--- src/hw/rtl/hsvrgb_pkg.sv ---
// Package for the HSV to RGB converter with LED channel ordering.
// Holds field widths, arithmetic constants, payload structs and code enums.
// No dependencies; the interfaces and the top level import it.
package hsvrgb_pkg;

  localparam int unsigned HueW   = 9;
  localparam int unsigned PctW   = 7;
  localparam int unsigned GrpW   = 3;
  localparam int unsigned LevelW = 8;
  localparam int unsigned OrderW = 3;
  localparam int unsigned TW     = 6;   // triangle term 0..60
  localparam int unsigned ProdW  = 14;  // s*v and m, up to 10000
  localparam int unsigned SumW   = 20;  // sums scaled by 60, up to 600000
  localparam int unsigned RecipW = 21;
  localparam int unsigned EstW   = SumW + RecipW;
  localparam int unsigned NumW   = 25;  // sum*17 and remainder work width
  localparam int unsigned RecipShift = 32;

  localparam logic [HueW-1:0]  HUE_LIMIT  = 9'd360;
  localparam logic [HueW-1:0]  DEG_60     = 9'd60;
  localparam logic [HueW-1:0]  DEG_120    = 9'd120;
  localparam logic [HueW-1:0]  DEG_180    = 9'd180;
  localparam logic [HueW-1:0]  DEG_240    = 9'd240;
  localparam logic [HueW-1:0]  DEG_300    = 9'd300;
  localparam logic [PctW-1:0]  PCT_LIMIT  = 7'd100;
  localparam logic [ProdW-1:0] PCT_SCALE  = 14'd100;
  localparam logic [SumW-1:0]  SECTOR_MUL = 20'd60;
  localparam logic [SumW-1:0]  FULL_MUL   = 20'd6000;

  // level = floor(sum*255/600000) = floor(sum*17/40000).
  // The reciprocal estimate floor(sum*RECIP_MULT / 2^32) is q or q-1.
  localparam logic [RecipW-1:0] RECIP_MULT = 21'd1825361;
  localparam logic [NumW-1:0]   LEVEL_DIV  = 25'd40000;

  typedef enum logic [OrderW-1:0] {
    ORDER_RGB = 3'd0,
    ORDER_RBG = 3'd1,
    ORDER_GRB = 3'd2,
    ORDER_GBR = 3'd3,
    ORDER_BGR = 3'd4,
    ORDER_BRG = 3'd5
  } order_e;

  typedef enum logic [2:0] {
    SEC_R_TO_Y = 3'd0,
    SEC_Y_TO_G = 3'd1,
    SEC_G_TO_C = 3'd2,
    SEC_C_TO_B = 3'd3,
    SEC_B_TO_M = 3'd4,
    SEC_M_TO_R = 3'd5
  } sector_e;

  typedef struct packed {
    logic [HueW-1:0] hue_degrees;
    logic [PctW-1:0] saturation_pct;
    logic [PctW-1:0] value_pct;
    logic [GrpW-1:0] led_index;
  } hsv_item_t;

  typedef struct packed {
    logic              range_error;
    logic [GrpW-1:0]   led_group;
    logic [LevelW-1:0] red_level;
    logic [LevelW-1:0] green_level;
    logic [LevelW-1:0] blue_level;
    logic [LevelW-1:0] slot0_level;
    logic [LevelW-1:0] slot1_level;
    logic [LevelW-1:0] slot2_level;
  } rgb_item_t;

endpackage

--- src/hw/rtl/hsvrgb_in_if.sv ---
// Valid/ready channel carrying one HSV item per beat.
// Depends on hsvrgb_pkg for the payload struct.
interface hsvrgb_in_if import hsvrgb_pkg::*; ();
  logic      valid;
  logic      ready;
  hsv_item_t payload;

  modport source (output valid, output payload, input ready);
  modport sink (input valid, input payload, output ready);
endinterface

--- src/hw/rtl/hsvrgb_out_if.sv ---
// Valid/ready channel carrying one converted RGB item per beat.
// Depends on hsvrgb_pkg for the payload struct.
interface hsvrgb_out_if import hsvrgb_pkg::*; ();
  logic      valid;
  logic      ready;
  rgb_item_t payload;

  modport source (output valid, output payload, input ready);
  modport sink (input valid, input payload, output ready);
endinterface

--- src/hw/rtl/hsv_to_rgb_channel_order_top.sv ---
// Channel     | Dir | Kind        | Payload
// hsv_i       | in  | valid/ready | hue, saturation, value, LED index
// rgb_o       | out | valid/ready | error flag, group, RGB and ordered slot levels
// cfg_*_i     | in  | write only  | channel order register
//
// One beat is accepted per cycle unless the pipeline is full and rgb_o is not ready;
// each result passes through the register stages below in order.
// The pipeline has four register stages: sector and s*v product, sums,
// reciprocal multiply, remainder correction with slot ordering.
// Each stage holds while the one after it is full and stalled, so bubbles fill up.
// Reset clears all valid bits and sets the channel order to RGB.
// Depends on hsvrgb_pkg, hsvrgb_in_if and hsvrgb_out_if.
module hsv_to_rgb_channel_order_top import hsvrgb_pkg::*; (
  input  logic                clk_i,
  input  logic                rst_ni,
  hsvrgb_in_if.sink           hsv_i,
  hsvrgb_out_if.source        rgb_o,
  input  logic                cfg_we_i,
  input  logic [OrderW-1:0]   cfg_wdata_i
);

  logic [OrderW-1:0] order_q;

  // Stage valid bits and stage enables.
  logic v1_q, v2_q, v3_q, v4_q;
  logic en1, en2, en3, en4;

  assign en4 = !v4_q || rgb_o.ready;
  assign en3 = !v3_q || en4;
  assign en2 = !v2_q || en3;
  assign en1 = !v1_q || en2;
  assign hsv_i.ready = en1;

  // Stage 1 registers.
  logic             err1_q;
  logic [GrpW-1:0]  grp1_q;
  logic [ProdW-1:0] c1_q;
  logic [PctW-1:0]  val1_q;
  logic [TW-1:0]    t1_q;
  sector_e          sec1_q;

  // Stage 2 registers; index 0 red, 1 green, 2 blue.
  logic                     err2_q;
  logic [GrpW-1:0]          grp2_q;
  logic [2:0][SumW-1:0]     sum2_q;

  // Stage 3 registers.
  logic                     err3_q;
  logic [GrpW-1:0]          grp3_q;
  logic [2:0][SumW-1:0]     sum3_q;
  logic [2:0][LevelW-1:0]   est3_q;

  // Output register.
  rgb_item_t out_q;

  always_ff @(posedge clk_i or negedge rst_ni) begin
    if (!rst_ni) begin
      order_q <= ORDER_RGB;
    end else if (cfg_we_i) begin
      order_q <= cfg_wdata_i;
    end
  end

  always_ff @(posedge clk_i or negedge rst_ni) begin
    if (!rst_ni) begin
      v1_q <= 1'b0;
      v2_q <= 1'b0;
      v3_q <= 1'b0;
      v4_q <= 1'b0;
    end else begin
      if (en1) v1_q <= hsv_i.valid;
      if (en2) v2_q <= v1_q;
      if (en3) v3_q <= v2_q;
      if (en4) v4_q <= v3_q;
    end
  end

  // ---------------- Stage A: range check, sector, triangle, c = s*v
  logic [HueW-1:0]  hue_a;
  logic [PctW-1:0]  sat_a;
  logic [PctW-1:0]  val_a;
  logic             err_a;
  logic [ProdW-1:0] c_a;
  logic [HueW-1:0]  base_a;
  logic [HueW-1:0]  hm_a;
  logic [HueW-1:0]  tfull_a;
  sector_e          sec_a;

  always_comb begin
    hue_a = hsv_i.payload.hue_degrees;
    sat_a = hsv_i.payload.saturation_pct;
    val_a = hsv_i.payload.value_pct;
    err_a = (hue_a >= HUE_LIMIT) || (sat_a > PCT_LIMIT) || (val_a > PCT_LIMIT);
    c_a   = {{(ProdW-PctW){1'b0}}, sat_a} * {{(ProdW-PctW){1'b0}}, val_a};
    if (hue_a < DEG_60) begin
      sec_a  = SEC_R_TO_Y;
      base_a = '0;
    end else if (hue_a < DEG_120) begin
      sec_a  = SEC_Y_TO_G;
      base_a = '0;
    end else if (hue_a < DEG_180) begin
      sec_a  = SEC_G_TO_C;
      base_a = DEG_120;
    end else if (hue_a < DEG_240) begin
      sec_a  = SEC_C_TO_B;
      base_a = DEG_120;
    end else if (hue_a < DEG_300) begin
      sec_a  = SEC_B_TO_M;
      base_a = DEG_240;
    end else begin
      sec_a  = SEC_M_TO_R;
      base_a = DEG_240;
    end
    // hue mod 120, then the triangle 60 - |hm - 60|.
    hm_a = hue_a - base_a;
    if (hm_a < DEG_60) begin
      tfull_a = hm_a;
    end else begin
      tfull_a = DEG_120 - hm_a;
    end
  end

  always_ff @(posedge clk_i) begin
    if (en1 && hsv_i.valid) begin
      err1_q <= err_a;
      grp1_q <= hsv_i.payload.led_index;
      c1_q   <= c_a;
      val1_q <= val_a;
      t1_q   <= tfull_a[TW-1:0];
      sec1_q <= sec_a;
    end
  end

  // ---------------- Stage B: m, scaled sums, sector selection
  logic [ProdW-1:0] m_b;
  logic [SumW-1:0]  cm_b;
  logic [SumW-1:0]  xm_b;
  logic [SumW-1:0]  mm_b;
  logic [2:0][SumW-1:0] sum_b;

  always_comb begin
    m_b  = ({{(ProdW-PctW){1'b0}}, val1_q} * PCT_SCALE) - c1_q;
    mm_b = {{(SumW-ProdW){1'b0}}, m_b} * SECTOR_MUL;
    cm_b = {{(SumW-PctW){1'b0}}, val1_q} * FULL_MUL;
    xm_b = ({{(SumW-ProdW){1'b0}}, c1_q} * {{(SumW-TW){1'b0}}, t1_q}) + mm_b;
    case (sec1_q)
      SEC_R_TO_Y: sum_b = {mm_b, xm_b, cm_b};
      SEC_Y_TO_G: sum_b = {mm_b, cm_b, xm_b};
      SEC_G_TO_C: sum_b = {xm_b, cm_b, mm_b};
      SEC_C_TO_B: sum_b = {cm_b, xm_b, mm_b};
      SEC_B_TO_M: sum_b = {cm_b, mm_b, xm_b};
      default:    sum_b = {xm_b, mm_b, cm_b};
    endcase
  end

  always_ff @(posedge clk_i) begin
    if (en2 && v1_q) begin
      err2_q <= err1_q;
      grp2_q <= grp1_q;
      sum2_q <= sum_b;
    end
  end

  // ---------------- Stage C: reciprocal estimate of sum*17/40000
  logic [2:0][EstW-1:0] prod_c;

  always_comb begin
    for (int k = 0; k < 3; k++) begin
      prod_c[k] = {{RecipW{1'b0}}, sum2_q[k]} * {{SumW{1'b0}}, RECIP_MULT};
    end
  end

  always_ff @(posedge clk_i) begin
    if (en3 && v2_q) begin
      err3_q <= err2_q;
      grp3_q <= grp2_q;
      sum3_q <= sum2_q;
      for (int k = 0; k < 3; k++) begin
        est3_q[k] <= prod_c[k][RecipShift +: LevelW];
      end
    end
  end

  // ---------------- Stage D: remainder correction, error masking, ordering
  logic [2:0][NumW-1:0]   num_d;
  logic [2:0][NumW-1:0]   rem_d;
  logic [2:0][LevelW-1:0] lvl_d;
  rgb_item_t              res_d;

  always_comb begin
    for (int k = 0; k < 3; k++) begin
      num_d[k] = ({{(NumW-SumW){1'b0}}, sum3_q[k]} << 4)
               + {{(NumW-SumW){1'b0}}, sum3_q[k]};
      rem_d[k] = num_d[k] - ({{(NumW-LevelW){1'b0}}, est3_q[k]} * LEVEL_DIV);
      if (err3_q) begin
        lvl_d[k] = '0;
      end else if (rem_d[k] >= LEVEL_DIV) begin
        lvl_d[k] = est3_q[k] + LevelW'(1);
      end else begin
        lvl_d[k] = est3_q[k];
      end
    end
    res_d.range_error = err3_q;
    res_d.led_group   = grp3_q;
    res_d.red_level   = lvl_d[0];
    res_d.green_level = lvl_d[1];
    res_d.blue_level  = lvl_d[2];
    case (order_q)
      ORDER_RGB: begin
        res_d.slot0_level = lvl_d[0];
        res_d.slot1_level = lvl_d[1];
        res_d.slot2_level = lvl_d[2];
      end
      ORDER_RBG: begin
        res_d.slot0_level = lvl_d[0];
        res_d.slot1_level = lvl_d[2];
        res_d.slot2_level = lvl_d[1];
      end
      ORDER_GRB: begin
        res_d.slot0_level = lvl_d[1];
        res_d.slot1_level = lvl_d[0];
        res_d.slot2_level = lvl_d[2];
      end
      ORDER_GBR: begin
        res_d.slot0_level = lvl_d[1];
        res_d.slot1_level = lvl_d[2];
        res_d.slot2_level = lvl_d[0];
      end
      ORDER_BGR: begin
        res_d.slot0_level = lvl_d[2];
        res_d.slot1_level = lvl_d[1];
        res_d.slot2_level = lvl_d[0];
      end
      default: begin
        // Unused order codes fall back to BRG.
        res_d.slot0_level = lvl_d[2];
        res_d.slot1_level = lvl_d[0];
        res_d.slot2_level = lvl_d[1];
      end
    endcase
  end

  always_ff @(posedge clk_i) begin
    if (en4 && v3_q) begin
      out_q <= res_d;
    end
  end

  assign rgb_o.valid   = v4_q;
  assign rgb_o.payload = out_q;

  // ---------------- Assertions

  // The reciprocal estimate is never more than one below the true quotient.
  a_est_one_off: assert property (@(posedge clk_i) disable iff (!rst_ni)
    v3_q && !err3_q |-> (rem_d[0] < (LEVEL_DIV << 1)) && (rem_d[1] < (LEVEL_DIV << 1))
                        && (rem_d[2] < (LEVEL_DIV << 1)))
    else $error("reciprocal estimate off by more than one");

  // An input stall only happens when every stage holds a beat.
  a_stall_full: assert property (@(posedge clk_i) disable iff (!rst_ni)
    !hsv_i.ready |-> v1_q && v2_q && v3_q && v4_q)
    else $error("input stalled with a free pipeline stage");

  // A flagged result carries no level.
  a_err_zero: assert property (@(posedge clk_i) disable iff (!rst_ni)
    rgb_o.valid && rgb_o.payload.range_error |->
      (rgb_o.payload.red_level == '0) && (rgb_o.payload.green_level == '0)
      && (rgb_o.payload.blue_level == '0) && (rgb_o.payload.slot0_level == '0)
      && (rgb_o.payload.slot1_level == '0) && (rgb_o.payload.slot2_level == '0))
    else $error("range error with nonzero level");

  // The first slot always holds one of the three color levels.
  a_slot_perm: assert property (@(posedge clk_i) disable iff (!rst_ni)
    rgb_o.valid |->
      (rgb_o.payload.slot0_level == rgb_o.payload.red_level)
      || (rgb_o.payload.slot0_level == rgb_o.payload.green_level)
      || (rgb_o.payload.slot0_level == rgb_o.payload.blue_level))
    else $error("slot level is not one of the color levels");

endmodule

--- src/flat_wrapper.sv ---
// flat-port wrapper written by rule: the top's interface ports become plain ports
module hsv_to_rgb_channel_order_top_flat import hsvrgb_pkg::*;
  (clk_i, rst_ni, cfg_we_i, cfg_wdata_i, hsv_i_valid, hsv_i_payload, hsv_i_ready, rgb_o_valid, rgb_o_payload, rgb_o_ready);
  hsvrgb_in_if hsv_i_i ();
  hsvrgb_out_if rgb_o_i ();
  input  logic clk_i;
  input  logic rst_ni;
  input  logic cfg_we_i;
  input  logic [OrderW-1:0] cfg_wdata_i;
  input wire logic [$bits(hsv_i_i.valid)-1:0] hsv_i_valid;
  input wire logic [$bits(hsv_i_i.payload)-1:0] hsv_i_payload;
  output wire logic [$bits(hsv_i_i.ready)-1:0] hsv_i_ready;
  output wire logic [$bits(rgb_o_i.valid)-1:0] rgb_o_valid;
  output wire logic [$bits(rgb_o_i.payload)-1:0] rgb_o_payload;
  input wire logic [$bits(rgb_o_i.ready)-1:0] rgb_o_ready;
  assign hsv_i_i.valid = hsv_i_valid;
  assign hsv_i_i.payload = hsv_i_payload;
  assign hsv_i_ready = hsv_i_i.ready;
  assign rgb_o_valid = rgb_o_i.valid;
  assign rgb_o_payload = rgb_o_i.payload;
  assign rgb_o_i.ready = rgb_o_ready;
  hsv_to_rgb_channel_order_top u_core (.clk_i(clk_i), .rst_ni(rst_ni), .hsv_i(hsv_i_i), .rgb_o(rgb_o_i), .cfg_we_i(cfg_we_i), .cfg_wdata_i(cfg_wdata_i));
endmodule
--- config.mk ---
export PLATFORM = sky130hd
export DESIGN_NAME = hsv_to_rgb_channel_order_top_flat
export DESIGN_NICKNAME = d
export VERILOG_FILES = /design/src/hw/rtl/hsvrgb_pkg.sv /design/src/hw/rtl/hsvrgb_in_if.sv /design/src/hw/rtl/hsvrgb_out_if.sv /design/src/hw/rtl/hsv_to_rgb_channel_order_top.sv /design/src/flat_wrapper.sv
export SDC_FILE = /design/constraint.sdc
export NUM_CORES = 2
export LEC_CHECK = 0
export BUFFER_PORTS_ARGS = -buffer_cell sky130_fd_sc_hd__buf_2
export CELL_PAD_IN_SITES_DETAIL_PLACEMENT = 1
export CELL_PAD_IN_SITES_GLOBAL_PLACEMENT = 1
export CORE_MARGIN = 2
export CORE_UTILIZATION = 46
export CTS_CLUSTER_DIAMETER = 40
export CTS_CLUSTER_SIZE = 14
export DETAILED_ROUTE_END_ITERATION = 12
export PLACE_DENSITY_LB_ADDON = 0.1
export SYNTH_ARGS = -nofsm -noshare
export SYNTH_HDL_FRONTEND = slang
export SYNTH_SLANG_ARGS = --single-unit
--- constraint.sdc ---
create_clock -name clk_i -period 9.95 [get_ports clk_i]
set_input_delay 0.995 -clock clk_i [delete_from_list [all_inputs] [get_ports clk_i]]
set_output_delay 0.995 -clock clk_i [all_outputs]
set_load 0.03 [all_outputs]
* Yosys cells after proc, flatten, opt, wreduce, memory -nomap -nowiden
Cells that the tools add are included.
W data, S select, Z words.
** Storage, ports and cells
- Output and inout bits :: 54
- Bits of input ports :: 34
- Register bits after elaboration :: 245
- Memories kept :: 0
- Latch bits :: 0
- RAM bits :: 0
- Bits in read-only memories :: 0
- Word-level logic and storage cells :: 113
** Cells by class
- $add $sub $neg :: 13
- Reduce and logical (&&, ||, !) cells :: 18
- Bitwise operators :: 0
- Shifts and indexed selects :: 0
- Div/mod/pow operators :: 0
- Order comparisons :: 12
- Muxes and demuxes :: 17
- Multipliers :: 11
- Eq/ne operators :: 8
** Operators with widths (count)
- $pmux W60 S5 :: 1
- $mul A20 B21 Y40 const B :: 3
- $pmux W24 S5 :: 1
- $add A24 B20 Y25 :: 3
- $ge A25 B16 Y1 const B :: 3
- $sub A25 B24 Y25 :: 3
- $mux W8 :: 7
- $mul A8 B10 Y18 const B :: 3
- $mux W9 :: 3
- $add A8 B1 Y8 const B :: 3
- $add A20 B20 Y20 :: 1
- $mul A14 B6 Y20 :: 1
- $lt A9 B6 Y1 const B :: 2
- $lt A9 B8 Y1 const B :: 2
- $mul A14 B4 Y18 const B :: 1
- $mul A7 B9 Y16 const B :: 1
- $gt A7 B7 Y1 const B :: 2
- $mul A7 B7 Y14 :: 1
- $sub A14 B14 Y14 :: 1
- $eq A3 B2 Y1 const B :: 4
- $mul A7 B5 Y12 const B :: 1
- $ge A9 B9 Y1 const B :: 1
- $lt A9 B7 Y1 const B :: 1
- $lt A9 B9 Y1 const B :: 1
- 13 further kinds :: 29

* Depth between registers and ports, before layout
- Depth in word-level cells :: 8
- Depth in mapped cells :: 35
- Gate-level depth less buffers :: 35

* Least setup slack after synthesis
Ideal clock, no wire load.
- Path type :: reg-to-reg
- From :: register u_core.val1_q[3]
- To :: register u_core.sum2_q[59] in the netlist's numbering (data pin)
- Stages on the path, launching flop included :: 31
- Slack :: 1.623 ns
- Buffers on the path :: 0
- Library setup time :: 0.275 ns
- Clock period less this slack :: 8.327 ns
- Data arrival time :: 8.052 ns
- Data required time :: 9.675 ns
- Cells stage by stage :: edfxtp_1 -> ha_1 -> ha_1 -> fa_1 -> ha_1 -> xor2_1 -> ha_1 -> or3_1 -> a211oi_1 -> nor2_1 -> xnor2_1 -> fa_1 -> fa_1 -> inv_1 -> ha_1 -> a21o_1 -> a21oi_1 -> nor2b_1 -> a211o_1 -> o41ai_1 -> xnor2_1 -> fa_1 -> inv_1 -> ha_1 -> and3_1 -> a211oi_1 -> o21bai_1 -> xnor2_1 -> xor2_1 -> a2bb2oi_1 -> o221ai_1
** RTL lines
- from (decl) :: line hsv_to_rgb_channel_order_top.sv:38 : logic [PctW-1:0] val1_q;
- from (signal assigned) :: line hsv_to_rgb_channel_order_top.sv:128 : val1_q <= val_a;
- to (signal assigned) :: line hsv_to_rgb_channel_order_top.sv:160 : sum2_q <= sum_b;
- to (decl) :: line hsv_to_rgb_channel_order_top.sv:45 : logic [2:0][SumW-1:0] sum2_q;

==> flow_metrics.env <==
export IMPL_status="finished, final reports clean"
export IMPL_setup_tns_ps=0
export IMPL_die_h_um=325.9
export IMPL_ant_nets=0
export IMPL_dieArea_um2=106200
export IMPL_cts_buffer_depth=3
export IMPL_fin_area_um2=51480
export IMPL_regArea_um2=7322
export IMPL_synthFlopType="edfxtp_1"
export IMPL_drv_cap=0
export IMPL_viasPerCell=5.408
export IMPL_fin_crit_sh_pct=91.89
export IMPL_crit_required_ps=10270
export IMPL_synth_seq_cells=245
export IMPL_hold_viol_final=0
export IMPL_io_pins=88
export IMPL_worst_slack_ps=807.3
export IMPL_grt_use_total_pct=25.45
export IMPL_synth_nets=6493
export IMPL_gr_total_overflow=0
export IMPL_ys_seq_area_share_pct=15.37
export IMPL_yosys_area_top_type="fa_1"
export IMPL_grt_pass1_vias=37982
export IMPL_cts_htree_levels=2
export IMPL_cpMaxStageDelayCell="fa_1"
export IMPL_fmax_mhz=109.4
export IMPL_slew_limit_headroom_pct=16.97
export IMPL_reg2reg_depth=30
export IMPL_clk_latency_ps=620
export IMPL_yosys_warnings=0
export IMPL_area_growth_syn_to_layout_pct=8.032
export IMPL_clk_pin_slew_worst_paths_ps=60
export IMPL_post_cts_setup_buffer_count=0
export IMPL_antenna_diode_count=0
export IMPL_synth_area_per_cell_um2=9.729
export IMPL_fin_skew_ps=37.55
export IMPL_syn_area_um2=47650
export IMPL_critical_path_class="flip-flop to flip-flop"
export IMPL_antenna_found_initial=1
export IMPL_rsz0062_at_grt="no"
export IMPL_wire_per_inst_um=20.56
export IMPL_cts_made_buffers=53
export IMPL_holdWs_ps=222.5
export IMPL_via_count=34700
export IMPL_hpwl_um=111700
export IMPL_worst_pin_slew_ps=1226
export IMPL_crit_top_cell="ha_1"
export IMPL_period_minus_slack_ps=9143
export IMPL_min_path_type="input pin to asynchronous set/reset pin"
export IMPL_grt_max_degree=94
export IMPL_final_nets=6587
export IMPL_drc=0
export IMPL_dp_slack_ps=603.3
export IMPL_yosys_area_top_type_share_pct=28.23
export IMPL_wl_um=131900
export IMPL_critPathMaxStageDelay_ps=550
export IMPL_start_util_pct=46.17
export IMPL_setup_viol_count_final=0
export IMPL_synthCells=4898
export IMPL_gp_congestion=0.8907
export IMPL_synthArstFlopShare_pct=2.857
export IMPL_cp_arrival_ps=9460
export IMPL_place_area_um2=49650
export IMPL_portBuffers=87
export IMPL_num_rows=118
export IMPL_clock_root_buffer="clkbuf_16"
export IMPL_fillers=11707
export IMPL_drt_pass1_iter_count=5
export IMPL_synth_edf_count=238
export IMPL_grt_pass1_wl_um=212700
export IMPL_cts_sinks=245
export IMPL_path_max_fanout=7
export IMPL_synthTopCellsByArea="fa_1, ha_1, edfxtp_1"
export IMPL_crit_path_end_kind="flip-flop"
export IMPL_tritoncts="built"
export IMPL_critPathLaunchType="flip-flop"
export IMPL_drive_above_1_share_pct=4.845
export IMPL_ctsHoldBuffers=0
export IMPL_drv_slew=0
export IMPL_drt_initial_drc_count=1782
export IMPL_multi_input_area_um2=35570
export IMPL_fp_coreArea_um2=103200
export IMPL_synth_distinct_cells=92
export IMPL_die_x_um=325.9
-- cell usage after synthesis, types with 7 or more instances --
cell type / n
inv_1: 1191
ha_1: 889
fa_1: 672
nand2_1: 264
edfxtp_1: 238
a21oi_1: 223
nor2_1: 214
o21ai_0: 148
xnor2_1: 118
a21o_1: 67
nand3_1: 63
xor2_1: 62
and2_1: 60
nor3_1: 55
clkbuf_1: 53
a211oi_1: 41
nand2b_1: 36
nor2b_1: 34
o21a_1: 30
o22ai_1: 26
a31oi_1: 25
and3_1: 24
or3_1: 23
o221ai_1: 22
o211ai_1: 21
o31ai_1: 20
o21bai_1: 19
nand4_1: 16
nor4_1: 15
or2_2: 14
a22oi_1: 12
a221oi_1: 11
a21boi_0: 10
mux2i_1: 10
a2111oi_0: 8
nor3b_1: 8
a311oi_1: 7
and4_1: 7
dfrtp_1: 7
o32ai_1: 7
-- flip-flops by register name (all words and copies together) (netlist names), 3 cells and up --
register              count
u_core.sum2_q            60
u_core.est3_q            24
u_core.grp3_q             3
u_core.val1_q             7
u_core.sec1_q             3
u_core.grp2_q             3
u_core.c1_q              14
u_core.sum3_q            60
u_core.grp1_q             3
u_core.rgb_o.payload     52
u_core.order_q            3
u_core.t1_q               6
-- timing repair --
| item | in CTS | in global routing |
|---|---|---|
| endpoints found under the hold margin | 0 | 0 |
| resized for setup | 0 | 1 |
| setup endpoints to repair | 0 | 2 |
-- critical path, delay by kind of cell, from the launching register on --
family | cells | cell delay [ps]
adders and majority gates | 10 | 4040
xor gates and xnor gates | 4 | 1230
DFF | 1 | 450
buffers and inverters | 2 | 90
AOI/OAI and AO/OA | 9 | 2070
and+or+nand+nor | 5 | 940
-- metrics by stage --
stage | utilization, % | std cells
floorplan | - | 4898
global placement | 48.11 | 6317
detailed placement | 48.11 | 6317
CTS | 49.88 | 6416
global route | 49.88 | 6416
finish | 49.88 | 6416
-- cell families (layout without fill, tap and decap cells) --
| logic type | Yosys count | count (layout) | synth area share [%] |
|---|---|---|---|
| fa+ha+maj | 1563 | 1563 | 51.61 |
| buf+inv | 1257 | 1395 | 10.03 |
| simple gates | 858 | 858 | 8.651 |
| compound gates | 777 | 777 | 10.62 |
| flops | 245 | 245 | 15.37 |
| xor+xnor | 180 | 180 | 3.308 |
| mux | 18 | 18 | 0.4096 |
-- metal layers --
layer  up-vias  track usage, %  routed length [µm]
met5         -               0                   0
li1      16312               -                   -
met4         0           5.901                3010
met1     17669           34.58               60300
met3       171           2.034                3891
met2       548           44.22               64710
-- area by class of cell --
type                       count  share of cell area [%]
clock inverter                44                  0.9552
tap                         1380                   3.354
multi-input combinational   3396                   69.10
clock buffer                  55                   2.591
inverter                    1193                   8.699
sequential                   245                   14.22
timing repair buffer         103                   1.079
-- worst paths after layout --
path                                        from                 to  slack [ps]
worst max-delay path            u_core.val1_q[2]  u_core.sum2_q[19]         810
worst min-delay path                      rst_ni        u_core.v3_q         220
worst max register to register  u_core.val1_q[2]  u_core.sum2_q[19]         810
worst min register to register  u_core.grp1_q[2]   u_core.grp2_q[2]         420
max in group asynchronous                 rst_ni        u_core.v1_q        9550
min in group clk_i              u_core.grp1_q[2]   u_core.grp2_q[2]         420
-- placed cells by master, fill, tap and decap left out, drive strengths merged, types with 25 or more instances in the layout --
| master | n |
|---|---|
| a211oi | 42 |
| a21o | 68 |
| a21oi | 223 |
| a31oi | 25 |
| and2 | 60 |
| and3 | 26 |
| buf | 103 |
| clkbuf | 55 |
| clkinv | 25 |
| edfxtp | 238 |
| fa | 672 |
| ha | 889 |
| inv | 1203 |
| nand2 | 266 |
| nand2b | 36 |
| nand3 | 64 |
| nor2 | 214 |
| nor2b | 34 |
| nor3 | 55 |
| o21a | 30 |
| o21ai | 151 |
| o22ai | 26 |
| xnor2 | 118 |
| xor2 | 62 |
Power is not shown: default switching activity piles up to over one toggle a cycle in this logic, so the estimate is an artifact.
